==> src/hw/rtl/yuv420_color_balance_unit_macros.svh <==
// Assertion macros for the color balance RTL.
// Included by the top module, the only one that carries concurrent checks; depends on nothing.
`ifndef YUV420_COLOR_BALANCE_UNIT_MACROS_SVH
`define YUV420_COLOR_BALANCE_UNIT_MACROS_SVH

// The consequent must hold in the same cycle as the antecedent.
`define CBU_ASSERT_SAME(label, clk, rst, ante, cons) \
   label: assert property (@(posedge clk) disable iff (rst) (ante) |-> (cons)) \
      else $error("%m: same-cycle check failed");

// The consequent must hold in the cycle after the antecedent.
`define CBU_ASSERT_NEXT(label, clk, rst, ante, cons) \
   label: assert property (@(posedge clk) disable iff (rst) (ante) |=> (cons)) \
      else $error("%m: next-cycle check failed");

`endif

==> src/hw/rtl/cbu_pkg.sv <==
// Shared types, constants and saturation helpers for the color balance unit.
// Used by every module of the block except cbu_ram; depends on nothing.
package cbu_pkg;

   localparam int NUM_LUMA   = 4;
   localparam int TBL_DEPTH  = 256;
   localparam int ADDR_W     = 8;
   localparam int LUMA_W     = 8;
   localparam int OFFSET_W   = 9;
   localparam int GAIN_W     = 10;
   localparam int VALUE_W    = 11;
   localparam int CHROMA_W   = 8;

   localparam int OFFSET_MIN = -128;
   localparam int OFFSET_MAX = 128;
   localparam int GAIN_MAX   = 512;
   localparam int LUMA_MAX   = 255;
   localparam int CHROMA_BIAS = 128;
   localparam int LIMITED_LO = 16;
   localparam int LIMITED_HI = 239;
   localparam int FULL_HI    = 255;
   localparam int GAIN_SHIFT = 8;
   localparam int AVG_SHIFT  = 2;

   // Request beat layout.
   localparam int REQ_DATA_W = 72;
   localparam int REQ_USER_W = 3;
   localparam int IDX_LSB    = 0;
   localparam int VAL_LSB    = 8;
   localparam int LUMA_LSB   = 19;
   localparam int CB_LSB     = 51;
   localparam int CR_LSB     = 59;
   localparam int RSP_DATA_W = 48;

   typedef enum logic {
      CMD_WRITE   = 1'b0,
      CMD_PROCESS = 1'b1
   } cmd_type;

   typedef enum logic [1:0] {
      TBL_LUMA   = 2'd0,
      TBL_CB_OFF = 2'd1,
      TBL_CR_OFF = 2'd2,
      TBL_GAIN   = 2'd3
   } tbl_sel_type;

   typedef struct packed {
      logic                       en;
      tbl_sel_type                sel;
      logic [ADDR_W-1:0]          index;
      logic [LUMA_W-1:0]          luma_val;
      logic signed [OFFSET_W-1:0] offset_val;
      logic [GAIN_W-1:0]          gain_val;
   } tbl_wr_type;

   typedef struct packed {
      logic load_b;
      logic load_c;
   } pipe_ctl_type;

   function automatic logic [LUMA_W-1:0] sat_luma(input logic signed [VALUE_W-1:0] v);
      logic [LUMA_W-1:0] r;
      if (v < 0) begin
         r = '0;
      end else if (v > VALUE_W'(LUMA_MAX)) begin
         r = LUMA_W'(LUMA_MAX);
      end else begin
         r = v[LUMA_W-1:0];
      end
      return r;
   endfunction

   function automatic logic signed [OFFSET_W-1:0] sat_offset(
      input logic signed [VALUE_W-1:0] v);
      logic signed [VALUE_W-1:0]  lo;
      logic signed [VALUE_W-1:0]  hi;
      logic signed [OFFSET_W-1:0] r;
      lo = VALUE_W'(OFFSET_MIN);
      hi = VALUE_W'(OFFSET_MAX);
      if (v < lo) begin
         r = OFFSET_W'(OFFSET_MIN);
      end else if (v > hi) begin
         r = OFFSET_W'(OFFSET_MAX);
      end else begin
         r = v[OFFSET_W-1:0];
      end
      return r;
   endfunction

   function automatic logic [GAIN_W-1:0] sat_gain(input logic signed [VALUE_W-1:0] v);
      logic [GAIN_W-1:0] r;
      if (v < 0) begin
         r = '0;
      end else if (v > VALUE_W'(GAIN_MAX)) begin
         r = GAIN_W'(GAIN_MAX);
      end else begin
         r = v[GAIN_W-1:0];
      end
      return r;
   endfunction

   function automatic logic [CHROMA_W-1:0] clamp_chroma(input logic signed [10:0] v,
                                                       input logic limited);
      logic signed [10:0]  lo;
      logic signed [10:0]  hi;
      logic [CHROMA_W-1:0] r;
      lo = limited ? 11'(LIMITED_LO) : 11'sd0;
      hi = limited ? 11'(LIMITED_HI) : 11'(FULL_HI);
      if (v < lo) begin
         r = lo[CHROMA_W-1:0];
      end else if (v > hi) begin
         r = hi[CHROMA_W-1:0];
      end else begin
         r = v[CHROMA_W-1:0];
      end
      return r;
   endfunction

endpackage

==> src/hw/rtl/cbu_chroma_path.sv <==
// Chroma correction for one channel: offset, gain and shift per luma, then
// average, re-bias and clamp. Two register stages. Depends on cbu_pkg.
module cbu_chroma_path
   import cbu_pkg::*;
(
   input  logic                       clock,
   input  pipe_ctl_type               ctl,
   input  logic                       limited_range,
   input  logic signed [7:0]          centered,
   input  logic signed [OFFSET_W-1:0] offset [NUM_LUMA],
   input  logic [GAIN_W-1:0]          gain [NUM_LUMA],
   output logic [CHROMA_W-1:0]        chroma_out
);

   logic signed [9:0]          term_in [NUM_LUMA];
   logic signed [9:0]          term_ff [NUM_LUMA];
   logic signed [11:0]         sum_w;
   logic signed [10:0]         biased_w;
   logic [CHROMA_W-1:0]        chroma_in;
   logic [CHROMA_W-1:0]        chroma_ff;

   // Each term is floor(((c - 128) + offset) * gain / 256).
   always_comb begin
      logic signed [9:0]  adj;
      logic signed [20:0] prod;
      for (int i = 0; i < NUM_LUMA; i++) begin
         adj        = {{2{centered[7]}}, centered} + {offset[i][OFFSET_W-1], offset[i]};
         prod       = adj * $signed({1'b0, gain[i]});
         term_in[i] = 10'(prod >>> GAIN_SHIFT);
      end
   end

   always_ff @(posedge clock) begin
      if (ctl.load_b) begin
         term_ff <= term_in;
      end
   end

   always_comb begin
      sum_w = '0;
      for (int i = 0; i < NUM_LUMA; i++) begin
         sum_w = sum_w + {{2{term_ff[i][9]}}, term_ff[i]};
      end
      // Floor average of the four terms, then back to offset binary.
      biased_w  = 11'(sum_w >>> AVG_SHIFT) + 11'(CHROMA_BIAS);
      chroma_in = clamp_chroma(biased_w, limited_range);
   end

   always_ff @(posedge clock) begin
      if (ctl.load_c) begin
         chroma_ff <= chroma_in;
      end
   end

   assign chroma_out = chroma_ff;

endmodule

==> config.mk <==
export PLATFORM = sky130hd
export DESIGN_NAME = cbu_chroma_path
export DESIGN_NICKNAME = d
export VERILOG_FILES = /design/src/hw/rtl/yuv420_color_balance_unit_macros.svh /design/src/hw/rtl/cbu_pkg.sv /design/src/hw/rtl/cbu_chroma_path.sv
export SDC_FILE = /design/constraint.sdc
export NUM_CORES = 1
export LEC_CHECK = 0
export BUFFER_PORTS_ARGS = -buffer_cell sky130_fd_sc_hd__buf_2
export CAP_MARGIN = 20
export CELL_PAD_IN_SITES_DETAIL_PLACEMENT = 0
export CELL_PAD_IN_SITES_GLOBAL_PLACEMENT = 1
export CORE_ASPECT_RATIO = 1.2
export CORE_UTILIZATION = 49
export CTS_BUF_LIST = sky130_fd_sc_hd__clkbuf_4
export DETAILED_ROUTE_END_ITERATION = 8
export PLACE_DENSITY = 0.85
export SETUP_SLACK_MARGIN = 0.5
export SLEW_MARGIN = 20
export SYNTH_ARGS = -nofsm -noshare
export SYNTH_HDL_FRONTEND = slang
export SYNTH_SLANG_ARGS = --single-unit
==> constraint.sdc <==
create_clock -name clock -period 11.9 [get_ports clock]
set_input_delay 2.38 -clock clock [delete_from_list [all_inputs] [get_ports clock]]
set_output_delay 2.38 -clock clock [all_outputs]
set_load 0.05 [all_outputs]
==> flow_metrics.env <==
export IMPL_outcome="finished, violations left"
export IMPL_violated_checks="design-rule violations"
export IMPL_globalRouteOverflowTotal=0
export IMPL_regArea_um2=1440
export IMPL_syn_num_nets=2328
export IMPL_yosysWarnings=0
export IMPL_last_weighted_congestion_value_of_the_routability_driven_placer=0.853
export IMPL_final_min_clock_period_ps=9160
export IMPL_hold_path_class="reg2reg"
export IMPL_ffs_latches_synth=48
export IMPL_wl_um=32700
export IMPL_finalMaxSlewViolations=0
export IMPL_layout_area_overhead_vs_synth_pct=5.92
export IMPL_async_reset_ff_share_pct=0
export IMPL_hold_bufs_inserted_after_cts=0
export IMPL_layout_worst_path_cycle_share_pct=77.0
export IMPL_layout_drive_gt1_share_pct=7.44
export IMPL_worst_path_buf_inv=4
export IMPL_grt_first_pass_wirelength_um=55700
export IMPL_die_height_um=199
export IMPL_post_synth_num_cell_types=55
export IMPL_yosysSeqAreaShare_pct=9.11
export IMPL_critical_path_cell_with_the_highest_stage_delay="sky130_fd_sc_hd__fa_1"
export IMPL_floorplan_initialDensity_pct=50.2
export IMPL_cts_inserted_buffers=5
export IMPL_tritoncts="done"
export IMPL_crit_fanout=10
export IMPL_synth_enable_flop_cells=48
export IMPL_first_global_vias=11833
export IMPL_critical_path_top_cell_by_count="sky130_fd_sc_hd__fa_1"
export IMPL_placeableCoreArea_um2=31500
export IMPL_max_cap_violations=0
export IMPL_timing_worst_slew_pin_value_ps=982
export IMPL_syn_area_per_cell_um2=9.17
export IMPL_timing_critical_path_slowest_cell_delay_ps=490
export IMPL_worstSetupEndpointType="flop"
export IMPL_antenna_violations_before_repair=0
export IMPL_post_synth_main_area_contributors="sky130_fd_sc_hd__fa_1, sky130_fd_sc_hd__ha_1, sky130_fd_sc_hd__edfxtp_1, sky130_fd_sc_hd__inv_1, sky130_fd_sc_hd__and2_1"
export IMPL_synth_top_cell_area_share_pct=34.5
export IMPL_grt_max_degree=41
export IMPL_yosys_top_cell_by_area="sky130_fd_sc_hd__fa_1"
export IMPL_die_area_um2=33000
export IMPL_fin_worst_skew_ps=27.9
export IMPL_critPathTopFamily="adder cells"
export IMPL_place_detailed_hpwl_um=28300
export IMPL_final_setup_viol_count=0
export IMPL_routed_via_count=11218
export IMPL_timing_slew_headroom_pct=34.1
export IMPL_multiInputGateArea_um2=12800
export IMPL_clkSinkCount=48
export IMPL_cp_required_ps=12010
export IMPL_drc_errors=10
export IMPL_port_buffers=95
export IMPL_route_detailed_wl_per_inst_um=14.9
export IMPL_nFillCells=2864
export IMPL_ctsHtreeMaxLevel=2
export IMPL_synth_most_common_cell="sky130_fd_sc_hd__inv_1"
export IMPL_finalHoldViolCount=0
export IMPL_worstPathArrival_ps=9260
export IMPL_ios=96
export IMPL_clk_pin_slew_ps=160
export IMPL_synthTopCellsByCount="sky130_fd_sc_hd__inv_1, sky130_fd_sc_hd__fa_1, sky130_fd_sc_hd__ha_1, sky130_fd_sc_hd__nand2_1, sky130_fd_sc_hd__and2_1"
export IMPL_postSynthCellCount=1725
export IMPL_cts_root_buf="sky130_fd_sc_hd__clkbuf_4"
export IMPL_fp_row_count=71
export IMPL_cts_repair_resize_count=0
export IMPL_unrepaired_setup_endpoints_after_global_routing="false"
export IMPL_setup_worst_path_start_class="primary input"
export IMPL_max_freq_mhz=109
export IMPL_drtAntennaViolNets=0
export IMPL_syn_cell_area_um2=15800
export IMPL_clk_latency_ps=370
export IMPL_finish_net_count=2391
export IMPL_grtUsageTotal_pct=20.8
export IMPL_fin_tns_setup_ps=0
export IMPL_viasPerCell=5.12
export IMPL_die_width_um=166
export IMPL_drt_initial_drc_count=394
export IMPL_setup_worst_path_class="in2reg"
export IMPL_dominantRegCellSynth="sky130_fd_sc_hd__edfxtp_1"
export IMPL_post_cts_setup_buffer_count=0
export IMPL_cts_max_path_buffers=2
export IMPL_dr_pass1_iters=7
worst paths after layout:
| check | from | to | slack [ps] | depth (start not counted) |
|---|---|---|---|---|
| max | centered[1] | term_ff[29]$_DFFE_PP_ | 2740 | 27 |
| min | term_ff[30]$_DFFE_PP_ | chroma_out[0]$_SDFFCE_PP0P_ | 1130 | 4 |
| max reg2reg | term_ff[1]$_DFFE_PP_ | chroma_out[4]$_DFFE_PP_ | 7260 | 16 |
| min reg2reg | term_ff[30]$_DFFE_PP_ | chroma_out[0]$_SDFFCE_PP0P_ | 1130 | 4 |
registers in the layout (all words and copies together), names as in the netlist:
name        cells
chroma_out      8
term_ff        40
metrics by stage:
step	setup slack [ps]	cells	util, %	cell area, µm²	hold WS, ps
floorplan	3130	1725	-	15800	974
global placement	2480	2182	52.8	16700	1080
detailed placement	2370	2182	52.8	16700	1100
CTS	2740	2189	53.1	16800	1120
global route	2340	2189	53.1	16800	1200
finish	2740	2190	53.1	16800	1130
cells by family after synthesis:
logic type	after synthesis	synth area share, %
mux	1	0.0633
fa+ha+maj	515	53.7
xor+xnor	88	5.22
simple gates	521	16.2
flops	48	9.11
compound gates	138	5.87
buf+inv	414	9.88
cell type report:
| type | instances | share of cell area (%) |
|---|---|---|
| sequential | 48 | 8.60 |
| clock inverter | 2 | 0.358 |
| timing repair buffer | 99 | 3.02 |
| inverter | 371 | 8.31 |
| multi-input combinational | 1263 | 76.5 |
| clock buffer | 5 | 0.224 |
| tap | 401 | 2.99 |
| antenna | 1 | 0.0149 |
routing by layer:
layer	global-route usage (%)	wire (µm)
met1	25.4	14000
met2	40.7	17600
met3	1.47	684
met4	3.08	303
met5	0	0
placed cells by master (no fill, tap or decap), types with 4 or more instances in the layout:
master and n:
sky130_fd_sc_hd__xor2_1 28, sky130_fd_sc_hd__xnor2_1 56, sky130_fd_sc_hd__edfxtp_1 48, sky130_fd_sc_hd__nor4_1 4, sky130_fd_sc_hd__buf_2 95, sky130_fd_sc_hd__nor2b_1 12, sky130_fd_sc_hd__and2_1 165, sky130_fd_sc_hd__and3_1 7
sky130_fd_sc_hd__and4_1 4, sky130_fd_sc_hd__buf_4 4, sky130_fd_sc_hd__a21oi_1 53, sky130_fd_sc_hd__o21ai_0 15, sky130_fd_sc_hd__a21o_1 18, sky130_fd_sc_hd__nor3_1 12, sky130_fd_sc_hd__or2_2 18, sky130_fd_sc_hd__fa_1 273
sky130_fd_sc_hd__nor2_1 74, sky130_fd_sc_hd__ha_1 242, sky130_fd_sc_hd__xnor3_1 4, sky130_fd_sc_hd__inv_1 371, sky130_fd_sc_hd__clkbuf_4 5, sky130_fd_sc_hd__o21a_1 12, sky130_fd_sc_hd__nand3_1 7, sky130_fd_sc_hd__nand2_1 207
sky130_fd_sc_hd__o21bai_1 4
tightest hold or removal path: cells and delay by family, from the launching register on:
kind	cells	cell delay, ps
flops	1	400
simple gates	1	250
fa+ha+maj	1	230
compound gates	1	120
buf+inv	1	40
Power is left out: the tool's default activity adds up to more than one toggle a clock period on the data nets, which glitch-free logic cannot reach.
